File: src/sv/mlp_pkg.sv
`timescale 1ns / 1ps
// ----------------------------------------------------------------------------
// mlp_pkg
// Shared constants, codes, controller/datapath interface structs and the
// tanh lookup table builder for the tanh MLP forward-pass engine.
// ----------------------------------------------------------------------------
package mlp_pkg;

  localparam int WEIGHT_DEPTH = 65536;
  localparam int NODE_DEPTH   = 1024;
  localparam int MAX_WIDTH    = 256;
  localparam int MAX_LAYERS   = 7;

  localparam int WADDR_W = $clog2(WEIGHT_DEPTH);
  localparam int NADDR_W = $clog2(NODE_DEPTH);
  localparam int CFG_W   = 9;
  localparam int LC_W    = 3;
  localparam int CIDX_W  = 4;
  localparam int IDX_W   = 16;
  localparam int VAL_W   = 16;
  localparam int NSUM_W  = CFG_W + 3;
  localparam int PROD_W  = 2 * CFG_W;
  localparam int WSUM_W  = PROD_W + 3;
  localparam int MUL_W   = 2 * VAL_W;
  localparam int ACC_W   = MUL_W + 8;

  localparam int TANH_ENTRIES = 2048;
  localparam int TIDX_W       = $clog2(TANH_ENTRIES);
  localparam int TANH_W       = 14;
  localparam logic [63:0] EXP_STEP_Q32 = 64'd4261543595;

  // register indexes
  localparam logic [CIDX_W-1:0] REG_LAYER_COUNT = 4'd0;
  localparam logic [CIDX_W-1:0] REG_WIDTH_FIRST = 4'd1;
  localparam logic [CIDX_W-1:0] REG_WIDTH_LAST  = 4'd7;

  typedef enum logic [1:0] {
    REQ_WRITE_WEIGHT = 2'd0,
    REQ_WRITE_INPUT  = 2'd1,
    REQ_FORWARD      = 2'd2,
    REQ_READ_OUTPUT  = 2'd3
  } req_t;

  typedef enum logic [1:0] {
    ST_OK        = 2'd0,
    ST_RANGE     = 2'd1,
    ST_BAD_SIZES = 2'd2,
    ST_UNUSED    = 2'd3
  } status_t;

  typedef struct packed {
    logic clr_step;
    logic lay_init;
    logic lay_step;
    logic lay_finish;
    logic capture;
    logic exec;
    logic respond_read;
    logic respond_zero;
    logic fw_init;
    logic mac_issue;
    logic tanh_index;
    logic tanh_lookup;
    logic tanh_write;
  } ctl_cmd_t;

  typedef struct packed {
    logic clr_done;
    logic dirty;
    logic lay_last;
    logic out_free;
    logic ex_fwd;
    logic ex_read;
    logic last_input;
    logic last_node;
    logic top_lyr;
  } ctl_sts_t;

  typedef logic [TANH_W-1:0] tanh_rom_t [TANH_ENTRIES];

  // Entry k is round(8192 * tanh(k/256)), with e^(-k/128) stepped in Q0.32.
  function automatic tanh_rom_t build_tanh();
    tanh_rom_t   tab;
    logic [63:0] one;
    logic [63:0] t;
    logic [63:0] num;
    logic [63:0] den;
    logic [63:0] q;
    logic [63:0] rem;
    logic [63:0] dvs;
    one = 64'd1 << 32;
    t   = one;
    for (int k = 0; k < TANH_ENTRIES; k++) begin
      num = (one - t) * 64'd8192;
      den = one + t;
      // restoring division: the rounded quotient never exceeds 8192
      rem = 64'd2 * num + den;
      dvs = 64'd2 * den;
      q   = '0;
      for (int b = TANH_W - 1; b >= 0; b--) begin
        if (rem >= (dvs << b)) begin
          rem  = rem - (dvs << b);
          q[b] = 1'b1;
        end
      end
      tab[k] = q[TANH_W-1:0];
      t      = (t * EXP_STEP_Q32 + (64'd1 << 31)) >> 32;
    end
    return tab;
  endfunction

endpackage

File: src/sv/mlp_ctrl.sv
`timescale 1ns / 1ps
// ----------------------------------------------------------------------------
// mlp_ctrl
// Sequencer: memory clear, layout pass, request dispatch and forward pass.
// ----------------------------------------------------------------------------
module mlp_ctrl (
  input  logic                clk,
  input  logic                rst,
  input  logic                s_tvalid,
  output logic                s_tready,
  input  mlp_pkg::ctl_sts_t   sts,
  output mlp_pkg::ctl_cmd_t   cmd
);

  typedef enum logic [3:0] {
    S_CLEAR, S_LAY_INIT, S_LAY_STEP, S_LAY_FIN, S_IDLE, S_EXEC, S_RESP,
    S_FW_INIT, S_MAC, S_D1, S_D2, S_TIDX, S_TROM, S_TWRITE, S_DONE
  } state_t;

  state_t state;
  logic   accept;

  assign s_tready = (state == S_IDLE) && !sts.dirty && sts.out_free;
  assign accept   = s_tvalid && s_tready;

  always_comb begin
    cmd              = '0;
    cmd.clr_step     = (state == S_CLEAR);
    cmd.lay_init     = (state == S_LAY_INIT);
    cmd.lay_step     = (state == S_LAY_STEP);
    cmd.lay_finish   = (state == S_LAY_FIN);
    cmd.capture      = accept;
    cmd.exec         = (state == S_EXEC);
    cmd.respond_read = (state == S_RESP);
    cmd.respond_zero = (state == S_DONE);
    cmd.fw_init      = (state == S_FW_INIT);
    cmd.mac_issue    = (state == S_MAC);
    cmd.tanh_index   = (state == S_TIDX);
    cmd.tanh_lookup  = (state == S_TROM);
    cmd.tanh_write   = (state == S_TWRITE);
  end

  always_ff @(posedge clk) begin
    if (rst) begin
      state <= S_CLEAR;
    end else begin
      case (state)
        S_CLEAR:    if (sts.clr_done) state <= S_LAY_INIT;
        S_LAY_INIT: state <= S_LAY_STEP;
        S_LAY_STEP: if (sts.lay_last) state <= S_LAY_FIN;
        S_LAY_FIN:  state <= S_IDLE;
        S_IDLE: begin
          if (sts.dirty) state <= S_LAY_INIT;
          else if (accept) state <= S_EXEC;
        end
        S_EXEC: begin
          if (sts.ex_fwd) state <= S_FW_INIT;
          else if (sts.ex_read) state <= S_RESP;
          else state <= S_IDLE;
        end
        S_RESP:     state <= S_IDLE;
        S_FW_INIT:  state <= S_MAC;
        S_MAC:      if (sts.last_input) state <= S_D1;
        S_D1:       state <= S_D2;
        S_D2:       state <= S_TIDX;
        S_TIDX:     state <= S_TROM;
        S_TROM:     state <= S_TWRITE;
        S_TWRITE: begin
          if (sts.last_node && sts.top_lyr) state <= S_DONE;
          else state <= S_MAC;
        end
        S_DONE:     state <= S_IDLE;
        default:    state <= S_CLEAR;
      endcase
    end
  end

endmodule

File: config.mk
export PLATFORM = sky130hd
export DESIGN_NAME = mlp_ctrl
export DESIGN_NICKNAME = d
export VERILOG_FILES = /design/src/sv/mlp_pkg.sv /design/src/sv/mlp_ctrl.sv
export SDC_FILE = /design/constraint.sdc
export NUM_CORES = 1
export LEC_CHECK = 0
export BUFFER_PORTS_ARGS = -buffer_cell sky130_fd_sc_hd__buf_2
export CAP_MARGIN = 20
export CORE_AREA = 2 2 39 41
export CTS_CLUSTER_SIZE = 28
export DETAILED_ROUTE_END_ITERATION = 6
export DIE_AREA = 0 0 41 43
export GPL_TIMING_DRIVEN = 1
export PLACE_DENSITY = 0.64
export SLEW_MARGIN = 30
export SYNTH_ARGS = -nofsm -noshare
export SYNTH_HDL_FRONTEND = slang
export SYNTH_SLANG_ARGS = --single-unit
File: constraint.sdc
create_clock -name clk -period 2.31 [get_ports clk]
set_input_delay 0.462 -clock clk [delete_from_list [all_inputs] [get_ports clk]]
set_output_delay 0.462 -clock clk [all_outputs]
set_load 0.005 [all_outputs]
==> results of run 1 <==
## cell type report
class | count | area, µm²
well taps | 16 | 20.0
repair buffers | 25 | 125
inverters | 2 | 7.51
clock buffers | 3 | 22.5
flip-flops and latches | 4 | 80.1
multi-input cells | 41 | 297
fillers | 157 | 832
## cells in the final DEF, fill, tap and decap left out
master	instances
a2111oi_4	1
a211o_1	1
a211oi_1	1
a21oi_1	1
a21oi_2	1
a221oi_2	1
and2_1	1
and3_1	1
and3b_1	1
and4b_1	1
buf_2	25
clkbuf_4	3
dfxtp_1	4
inv_1	2
mux2i_1	1
nand2_1	4
nand2b_1	2
nand2b_4	1
nor2_1	9
nor3_1	4
nor3b_1	1
nor3b_2	1
nor4b_2	1
o21a_1	1
o21ai_0	1
o21bai_1	1
o22ai_1	1
o32a_1	1
or2_4	1
or2b_1	1
## metrics by stage
step	instance area [µm²]	hold WS, ns
floorplan	430	0.524
global placement	529	0.640
detailed placement	529	0.665
CTS	552	0.423
global route	552	0.425
finish	552	0.431
## kinds of logic after synthesis
group | count (synthesis)
flip-flops | 4
multiplexers | 1
AO/OA/AOI/OAI | 11
AND/OR/NAND/NOR | 29
buffers and inverters | 7
## per-layer routing
| layer | vias up | GRT usage, % |
|---|---|---|
| li1 | 232 | - |
| met1 | 210 | 17.7 |
| met2 | 21 | 20.3 |
| met3 | 2 | 4.71 |
| met4 | 0 | 6.00 |
| met5 | - | 0 |
## Yosys cell counts, drive strengths merged
cell type	instances
nor2	9
buf	5
dfxtp	4
nand2	4
nor3	4
nand2b	3
a21oi	2
inv	2
nor3b	2
a2111oi	1
a211o	1
a211oi	1
a221oi	1
and2	1
and3	1
and3b	1
and4b	1
mux2i	1
nor4b	1
o21a	1
o21ai	1
o21bai	1
o22ai	1
o32a	1
or2	1
or2b	1
## power breakdown
part	leakage [µW]	internal, µW	switching [µW]
clock network	0.0000138	58.0	27.3
registers	0.0000327	74.4	13.4
logic	0.000215	37.2	33.8
## critical path, stage by stage (launching register included)
cell,delay [ns]
dfxtp_1,0.39
or2_4,0.32
nor3_1,0.20
and3_1,0.17
buf_2,0.10
## final timing paths
path	from	endpoint	slack, ns	cells after the start
hold reg to reg	state[3]$_SDFFE_PP0P_	state[3]$_SDFFE_PP0P_	0.67	2
setup / recovery	state[0]$_SDFFE_PP0P_	cmd[8]	0.43	4
setup reg to reg	state[2]$_SDFFE_PP0P_	state[1]$_SDFFE_PP0P_	1.02	3
hold / removal	rst	state[1]$_SDFFE_PP0P_	0.43	2
==> results.py, run 1 <==
metrics = {
    "drt": {
        "drc": 0,
        "routed_wl_um": 1030,
        "firstDrtPassIters": 4,
        "via_count": 465,
        "maxUsedRoutingLayer": "met4",
        "wirelength_met1_um": 458,
        "wl_per_cell_um": 11.3,
        "via_per_inst": 5.11,
        "wl_met2_um": 473,
        "postRouteAntennaNets": 0,
        "drt_iter0_markers": 2,
        "met3_length_um": 88,
    },
    "finish": {
        "final_util_pct": 39.9,
        "syn2layout_area_growth_pct": 28.2,
        "diodes": 0,
        "fin_nets": 89,
        "drive_above_1_share_pct": 46.7,
        "reg_top3": "state x4",
        "largest_register": "state",
        "largest_reg_flops": 4,
        "finalNonFillerCells": 91,
    },
    "yosys": {
        "synth_top_cell_by_area": "dfxtp_1",
        "synth_compound_area_share_pct": 25.3,
        "post_synth_fa_ha_maj_area_fraction_pct": 0,
        "synth_area_leaders": "dfxtp_1 19%, nor2_1 7.8%, buf_6 7.8%",
        "ys_ff_latch": 4,
        "synthMuxAreaShare_pct": 2.33,
        "synth_cell_type_count": 31,
        "synth_top_area_share_pct": 18.6,
        "seq_area_frac_synth_pct": 18.6,
        "synth-simple-area-share_pct": 41.3,
        "synth_area_um2": 430,
        "synth_area_per_cell_um2": 8.28,
        "syn_nets": 64,
        "synth_cells": 52,
        "synth_top_family_by_area": "simple AND/OR/NAND/NOR gates",
        "yosysWarningCount": 0,
        "synth_xor_area_share_pct": 0,
    },
    "pwr": {
        "p_per_area_nw_per_um2": 443,
        "ir_drop_v": 0.000212,
        "p_total_uw": 244,
        "power_leakage_uw": 0.000262,
    },
    "flow_run": {
        "maxCapViolCount": 0,
    },
    "timing": {
        "maxSlewViolCount": 0,
        "final.setup.worst_slack_ns": 0.432,
        "fin_crit_ns": 1.88,
        "setup_viol": 0,
        "fin_tns_setup_ns": 0,
        "min_period_over_period_pct": 81.3,
        "rsz0062_at_grt": "false",
        "hold_viol_final": 0,
        "tightest_slew_ns": 0.411,
        "relSlewSlack_pct": 72.6,
        "clock.fmax_mhz": 532,
        "clock_skew_ns": 0.00290,
    },
    "setup_path": {
        "cp-end-kind": "output pin",
        "start_kind": "register",
        "critPathArrivalTime_ns": 1.42,
        "critPathKind": "reg -> out",
        "crit_path_max_fanout": 9,
        "critPathRequiredTime_ns": 1.85,
    },
    "global_route": {
        "grt_max_degree": 13,
        "grt_pass1_vias": 393,
        "grt_overflow": 0,
        "grt_usage_pct": 13.9,
        "grt_first_pass_wirelength_um": 1660,
        "antenna_found_initial": 0,
    },
    "placement": {
        "io_buffers": 25,
        "dpl.cell_count": 88,
        "hpwl_um": 819,
        "pre_cts_slack_ns": 0.674,
        "gp_congestion": 0.759,
    },
    "clocking": {
        "worst_skew_pair.late_latency_ns": 0.23,
        "cts_tree": "yes",
        "cts_hold_buf": 0,
        "ctsRootBufferMaster": "clkbuf_4",
        "htreeDepth": 1,
        "cts_buffers": 3,
        "cts_num_sinks": 4,
        "postCtsSetupBuffers": 0,
        "path_clk_slew_ns": 0.04,
        "cts-resized-gates": 0,
        "clk_path_buf_depth": 2,
    },
    "status": {
        "status": "finished, final reports clean",
    },
    "floorplan": {
        "design.core.area_um2": 1380,
        "die_h_um": 43,
        "start_util_pct": 31.1,
        "io_pins": 26,
        "die_area_um2": 1760,
        "die_w_um": 41,
        "num_rows": 14,
    },
    "min_path": {
        "worst_hold_path_type": "in -> reg",
    },
}
(Power assumes the default switching activity.)
==> run 2, diff against run 1 <==
--- a/config.mk
+++ b/config.mk
@@ -5,6 +5,7 @@
 export SDC_FILE = /design/constraint.sdc
 export NUM_CORES = 1
 export LEC_CHECK = 0
+export ABC_AREA = 1
 export BUFFER_PORTS_ARGS = -buffer_cell sky130_fd_sc_hd__buf_2
 export CAP_MARGIN = 20
 export CORE_AREA = 2 2 39 41
@@ -12,7 +13,7 @@
 export DETAILED_ROUTE_END_ITERATION = 6
 export DIE_AREA = 0 0 41 43
 export GPL_TIMING_DRIVEN = 1
-export PLACE_DENSITY = 0.64
+export PLACE_DENSITY = 0.61
 export SLEW_MARGIN = 30
 export SYNTH_ARGS = -nofsm -noshare
 export SYNTH_HDL_FRONTEND = slang
==> constraint.sdc (replaced) <==
create_clock -name clk -period 1.7 [get_ports clk]
set_input_delay 0.34 -clock clk [delete_from_list [all_inputs] [get_ports clk]]
set_output_delay 0.34 -clock clk [all_outputs]
set_load 0.005 [all_outputs]
==> results.py, run 2 <==
metrics = {
    "status": {
        "status": "finished, final reports clean",
    },
    "timing": {
        "fin_crit_ns": 1.58,
        "tightest_slew_ns": 0.267,
        "relSlewSlack_pct": 82.2,
        "min_period_over_period_pct": 92.9,
        "maxSlewViolCount": 0,
        "final.setup.worst_slack_ns": 0.120,
        "whs_ns": 0.286,
        "clock_skew_ns": 0.00883,
        "clock.fmax_mhz": 633,
        "rsz0062_at_grt": "true",
        "setup_viol": 0,
        "hold_viol_final": 0,
    },
    "global_route": {
        "grt_max_degree": 7,
        "grt-busiest-layer": "met2",
        "use_met3_pct": 6.28,
        "use_met2_pct": 20.3,
        "grt_pass1_vias": 407,
        "antenna_found_initial": 0,
        "grt_first_pass_wirelength_um": 1650,
        "grt_overflow": 0,
        "grt_use_met1_pct": 18.0,
        "grt_usage_pct": 13.4,
    },
    "yosys": {
        "synth-edff-count": 0,
        "async_flop_share_pct": 0,
        "ys.flop_type": "dfxtp_1",
        "synth_cells": 70,
        "synth_area_per_cell_um2": 5.34,
        "yosysWarningCount": 0,
        "synthTopCellsByCount": "20 x nor2_1, 13 x nand2_1, 7 x inv_1",
        "syn_nets": 82,
        "synth_top_cell_by_area": "dfxtp_1",
        "ys_ff_latch": 4,
        "synth_top_area_share_pct": 21.4,
        "synth_cell_type_count": 16,
        "synth.most_common_cell": "nor2_1",
        "synth_area_um2": 374,
        "synth_area_leaders": "dfxtp_1 21%, nor2_1 20%, nand2_1 13%",
        "seq_area_frac_synth_pct": 21.4,
    },
    "finish": {
        "finalNonFillerCells": 113,
        "largest_register": "state",
        "fin_area_um2": 536,
        "final_common_cell": "buf_2",
        "fin_nets": 111,
        "drive_above_1_share_pct": 44.3,
        "reg_top3": "state x4",
        "syn2layout_area_growth_pct": 43.1,
        "diodes": 0,
        "largest_reg_flops": 4,
        "final_util_pct": 38.7,
        "final_cell_mix": "25 x buf_2, 20 x nor2_1, 13 x nand2_1",
    },
    "drt": {
        "routed_wl_um": 1000,
        "postRouteAntennaNets": 0,
        "drt_iter0_markers": 6,
        "drc": 0,
        "via_per_inst": 4.37,
        "wl_per_cell_um": 8.86,
        "via_count": 494,
        "firstDrtPassIters": 4,
    },
    "placement": {
        "dpl.cell_count": 110,
        "pre_cts_slack_ns": 0.355,
        "post_dp_cell_area_um2": 512,
        "hpwl_um": 871,
        "gp_congestion": 0.803,
        "io_buffers": 25,
    },
    "floorplan": {
        "die_area_um2": 1760,
        "num_rows": 14,
        "die_w_um": 41,
        "start_util_pct": 27.0,
        "io_pins": 26,
        "die_h_um": 43,
        "design.core.area_um2": 1380,
    },
    "flow_run": {
        "maxCapViolCount": 0,
    },
    "clocking": {
        "ctsRootBufferMaster": "clkbuf_4",
        "cts_tree": "yes",
        "htreeDepth": 1,
        "cts_buffers": 3,
        "path_clk_slew_ns": 0.04,
        "postCtsSetupBuffers": 0,
        "clk_path_buf_depth": 2,
        "cts_hold_buf": 0,
        "cts_num_sinks": 4,
        "worst_skew_pair.late_latency_ns": 0.24,
    },
    "pwr": {
        "power_leakage_uw": 0.000323,
        "p_per_area_nw_per_um2": 723,
        "ir_drop_v": 0.000445,
    },
    "setup_path": {
        "critPathKind": "reg -> out",
        "crit_path_max_fanout": 5,
        "cp-end-kind": "output pin",
        "critPathArrivalTime_ns": 1.24,
        "critPathRequiredTime_ns": 1.36,
        "start_kind": "register",
    },
    "min_path": {
        "worst_hold_path_type": "in -> reg",
    },
}
run 2: cell count changes after synthesis, sizes merged, moves of 2 or more:
| cell | change |
|---|---|
| nand2 | +13 |
| buf | -4 |
| nand2b | -3 |
| nand3 | +4 |
| inv | +10 |
| nor3 | -3 |
| nor2 | +16 |
| nor3b | -2 |
run 2: stage by stage:
step | TNS (ns) | total power (µW)
2_1_floorplan | 0 | 220
3_3_place_gp | 0 | 272
3_5_place_dp | 0 | 271
4_1_cts | 0 | 392
5_1_grt | -0.00448 | 420
6_report | 0 | 387
run 2: cells by family (layout without fill, tap and decap cells):
logic type             Yosys count  in the layout  share of synthesized area, %
and+or+nand+nor                 49             49                          58.5
AOI/OAI and AO/OA                4              4                          6.02
buffers and inverters           13             40                          14.0
DFF                              4              4                          21.4
run 2: layer usage:
layer | part of all wire, % | vias up | wire [µm]
met5 | 0 | - | 0
met2 | 50 | 13 | 503
met3 | 6.8 | 0 | 68
met1 | 43 | 212 | 429
li1 | - | 269 | -
met4 | 0 | 0 | 0
run 2: power breakdown:
| group | switching, µW | internal (µW) |
|---|---|---|
| Sequential | 20.1 | 106 |
| Clock | 39.3 | 79.0 |
| Combinational | 83.2 | 59.4 |
| Total | 143 | 245 |
run 2: what timing repair did:
| item | in CTS | in global routing |
|---|---|---|
| endpoints found under the setup margin | 0 | 2 |
| gates resized for setup | 0 | 1 |
| hold endpoints to repair | 0 | 0 |
run 2: final timing paths:
| path | start | endpoint | slack [ns] | cells past startpoint |
|---|---|---|---|---|
| worst min register to register | state[2]$_SDFFE_PP0P_ | state[3]$_SDFFE_PP0P_ | 0.63 | 3 |
| worst max register to register | state[1]$_SDFFE_PP0P_ | state[2]$_SDFFE_PP0P_ | 0.58 | 7 |
| worst min-delay path | rst | state[2]$_SDFFE_PP0P_ | 0.29 | 2 |
| worst max-delay path | state[3]$_SDFFE_PP0P_ | cmd[8] | 0.12 | 6 |
run 2: worst max-delay path, stage by stage (launching register included):
cell	delay (ns)
dfxtp_1	0.34
inv_2	0.09
nand2_2	0.08
nor2_1	0.12
nand2_1	0.11
nor3_1	0.13
buf_2	0.13
run 2: layout make-up:
class / instances / area, µm²
clock buffers: 3 / 22.5
fillers: 167 / 848
inverters: 12 / 45.0
multi-input cells: 53 / 241
flip-flops and latches: 4 / 81.3
well taps: 16 / 20.0
repair buffers: 25 / 125
==> run 3, diff against run 2 <==
--- a/config.mk
+++ b/config.mk
@@ -6,7 +6,7 @@
 export NUM_CORES = 1
 export LEC_CHECK = 0
 export ABC_AREA = 1
-export BUFFER_PORTS_ARGS = -buffer_cell sky130_fd_sc_hd__buf_2
+export BUFFER_PORTS_ARGS = -buffer_cell sky130_fd_sc_hd__clkbuf_2
 export CAP_MARGIN = 20
 export CORE_AREA = 2 2 39 41
 export CTS_CLUSTER_SIZE = 28
==> results.py, run 3 (same netlist as run 2, synthesis figures left out) <==
metrics = {
    "status": {
        "status": "finished, final reports clean",
    },
    "pwr": {
        "p_total_uw": 383,
        "p_per_area_nw_per_um2": 711,
        "power_leakage_uw": 0.000314,
        "ir_drop_v": 0.000320,
    },
    "clocking": {
        "cts_tree": "yes",
        "cts_hold_buf": 0,
        "worst_skew_pair.late_latency_ns": 0.23,
        "clk_path_buf_depth": 2,
        "ctsRootBufferMaster": "clkbuf_4",
        "cts_buffers": 3,
        "cts_num_sinks": 4,
        "path_clk_slew_ns": 0.04,
        "postCtsSetupBuffers": 0,
        "htreeDepth": 1,
    },
    "timing": {
        "relSlewSlack_pct": 82.0,
        "clock.fmax_mhz": 643,
        "clock_skew_ns": 0.00257,
        "maxSlewViolCount": 0,
        "whs_ns": 0.295,
        "hold_viol_final": 0,
        "min_period_over_period_pct": 91.5,
        "fin_tns_setup_ns": 0,
        "rsz0062_at_grt": "false",
        "setup_viol": 0,
        "tightest_slew_ns": 0.270,
        "fin_crit_ns": 1.56,
        "final.setup.worst_slack_ns": 0.144,
    },
    "drt": {
        "via_per_inst": 4.34,
        "drc": 0,
        "routed_wl_um": 968,
        "wl_per_cell_um": 8.57,
        "via_count": 490,
        "firstDrtPassIters": 4,
        "drt_iter0_markers": 6,
        "postRouteAntennaNets": 0,
    },
    "global_route": {
        "grt_pass1_vias": 422,
        "grt_overflow": 0,
        "grt_first_pass_wirelength_um": 1640,
        "antenna_found_initial": 0,
        "grt_max_degree": 7,
        "grt_usage_pct": 13.6,
    },
    "finish": {
        "final_common_cell": "clkbuf_2",
        "final_cell_mix": "25 x clkbuf_2, 19 x nor2_1, 13 x nand2_1",
        "largest_reg_flops": 4,
        "diodes": 0,
        "largest_register": "state",
        "multi_input_area_um2": 244,
        "regArea_um2": 81.3,
        "fillers": 161,
        "reg_top3": "state x4",
        "fin_nets": 111,
        "syn2layout_area_growth_pct": 43.8,
        "finalNonFillerCells": 113,
        "drive_above_1_share_pct": 45.4,
    },
    "setup_path": {
        "start_kind": "register",
        "critPathRequiredTime_ns": 1.36,
        "crit_chain": "nor2_2, nand2_1, nor3_1, clkbuf_2",
        "crit_path_top_delay_cell": "dfxtp_1",
        "critPathArrivalTime_ns": 1.22,
        "critPathKind": "reg -> out",
        "slowest_delay_ns": 0.37,
        "crit_path_max_fanout": 6,
        "cp-end-kind": "output pin",
    },
    "floorplan": {
        "design.core.area_um2": 1380,
        "num_rows": 14,
        "die_area_um2": 1760,
        "start_util_pct": 27.0,
        "io_pins": 26,
        "die_w_um": 41,
        "die_h_um": 43,
    },
    "placement": {
        "gp_congestion": 0.789,
        "hpwl_um": 871,
        "dpl.cell_count": 110,
        "io_buffers": 25,
        "pre_cts_slack_ns": 0.352,
    },
    "flow_run": {
        "maxCapViolCount": 0,
    },
    "min_path": {
        "worst_hold_path_type": "in -> reg",
    },
}
==> run 3: cell types whose count changed in the layout (fill, tap and decap cells not counted) <==
cell | before | now
nor2_1 | 20 | 19
clkbuf_2 | 0 | 25
nor2_2 | 5 | 6
buf_2 | 25 | 0
==> run 3: metrics by stage <==
step / cell area [µm²] / util (%)
after floorplan: 374 / -
after global placement: 512 / 37.0
after detailed placement: 512 / 37.0
after CTS: 534 / 38.6
after global routing: 538 / 38.9
final: 538 / 38.9
==> run 3: what timing repair did <==
| action | 4_1_cts | 5_1_grt |
|---|---|---|
| resized for setup | 0 | 2 |
| endpoints found under the setup margin | 0 | 1 |
| endpoints found under the hold margin | 0 | 0 |
==> run 3: final timing paths <==
path                         startpoint                     to  slack (ns)  depth (start not counted)
hold / removal                      rst  state[2]$_SDFFE_PP0P_        0.29                          2
setup / recovery  state[1]$_SDFFE_PP0P_                 cmd[8]        0.14                          4
setup reg to reg  state[0]$_SDFFE_PP0P_  state[2]$_SDFFE_PP0P_        0.57                          7
hold reg to reg   state[2]$_SDFFE_PP0P_  state[3]$_SDFFE_PP0P_        0.63                          3
==> run 3: power by group <==
part	total [µW]	switching (µW)	leakage [µW]	internal (µW)
Clock	111	32.7	0.0000138	78.5
Sequential	127	20.8	0.0000332	106
Combinational	145	85.1	0.000267	59.5
==> run 3: layer usage <==
layer	global-route usage, %	vias up	wire [µm]
li1	-	268	-
met1	17.4	208	421
met2	20.6	14	492
met3	4.71	0	55
met4	4.00	0	0
met5	0	-	0
==> run 3: critical path: cells and delay by family (launching register included) <==
family / cells / cell delay (ns)
buffers and inverters: 1 / 0.14
flip-flops: 1 / 0.37
AND/OR/NAND/NOR: 3 / 0.48
==> run 3: final cells by class <==
cell class              count  share of cell area [%]
flip-flops and latches      4                    15.1
clock buffers               3                    4.19
repair buffers             25                    23.3
well taps                  16                    3.72
multi-input cells          53                    45.3
inverters                  12                    8.37
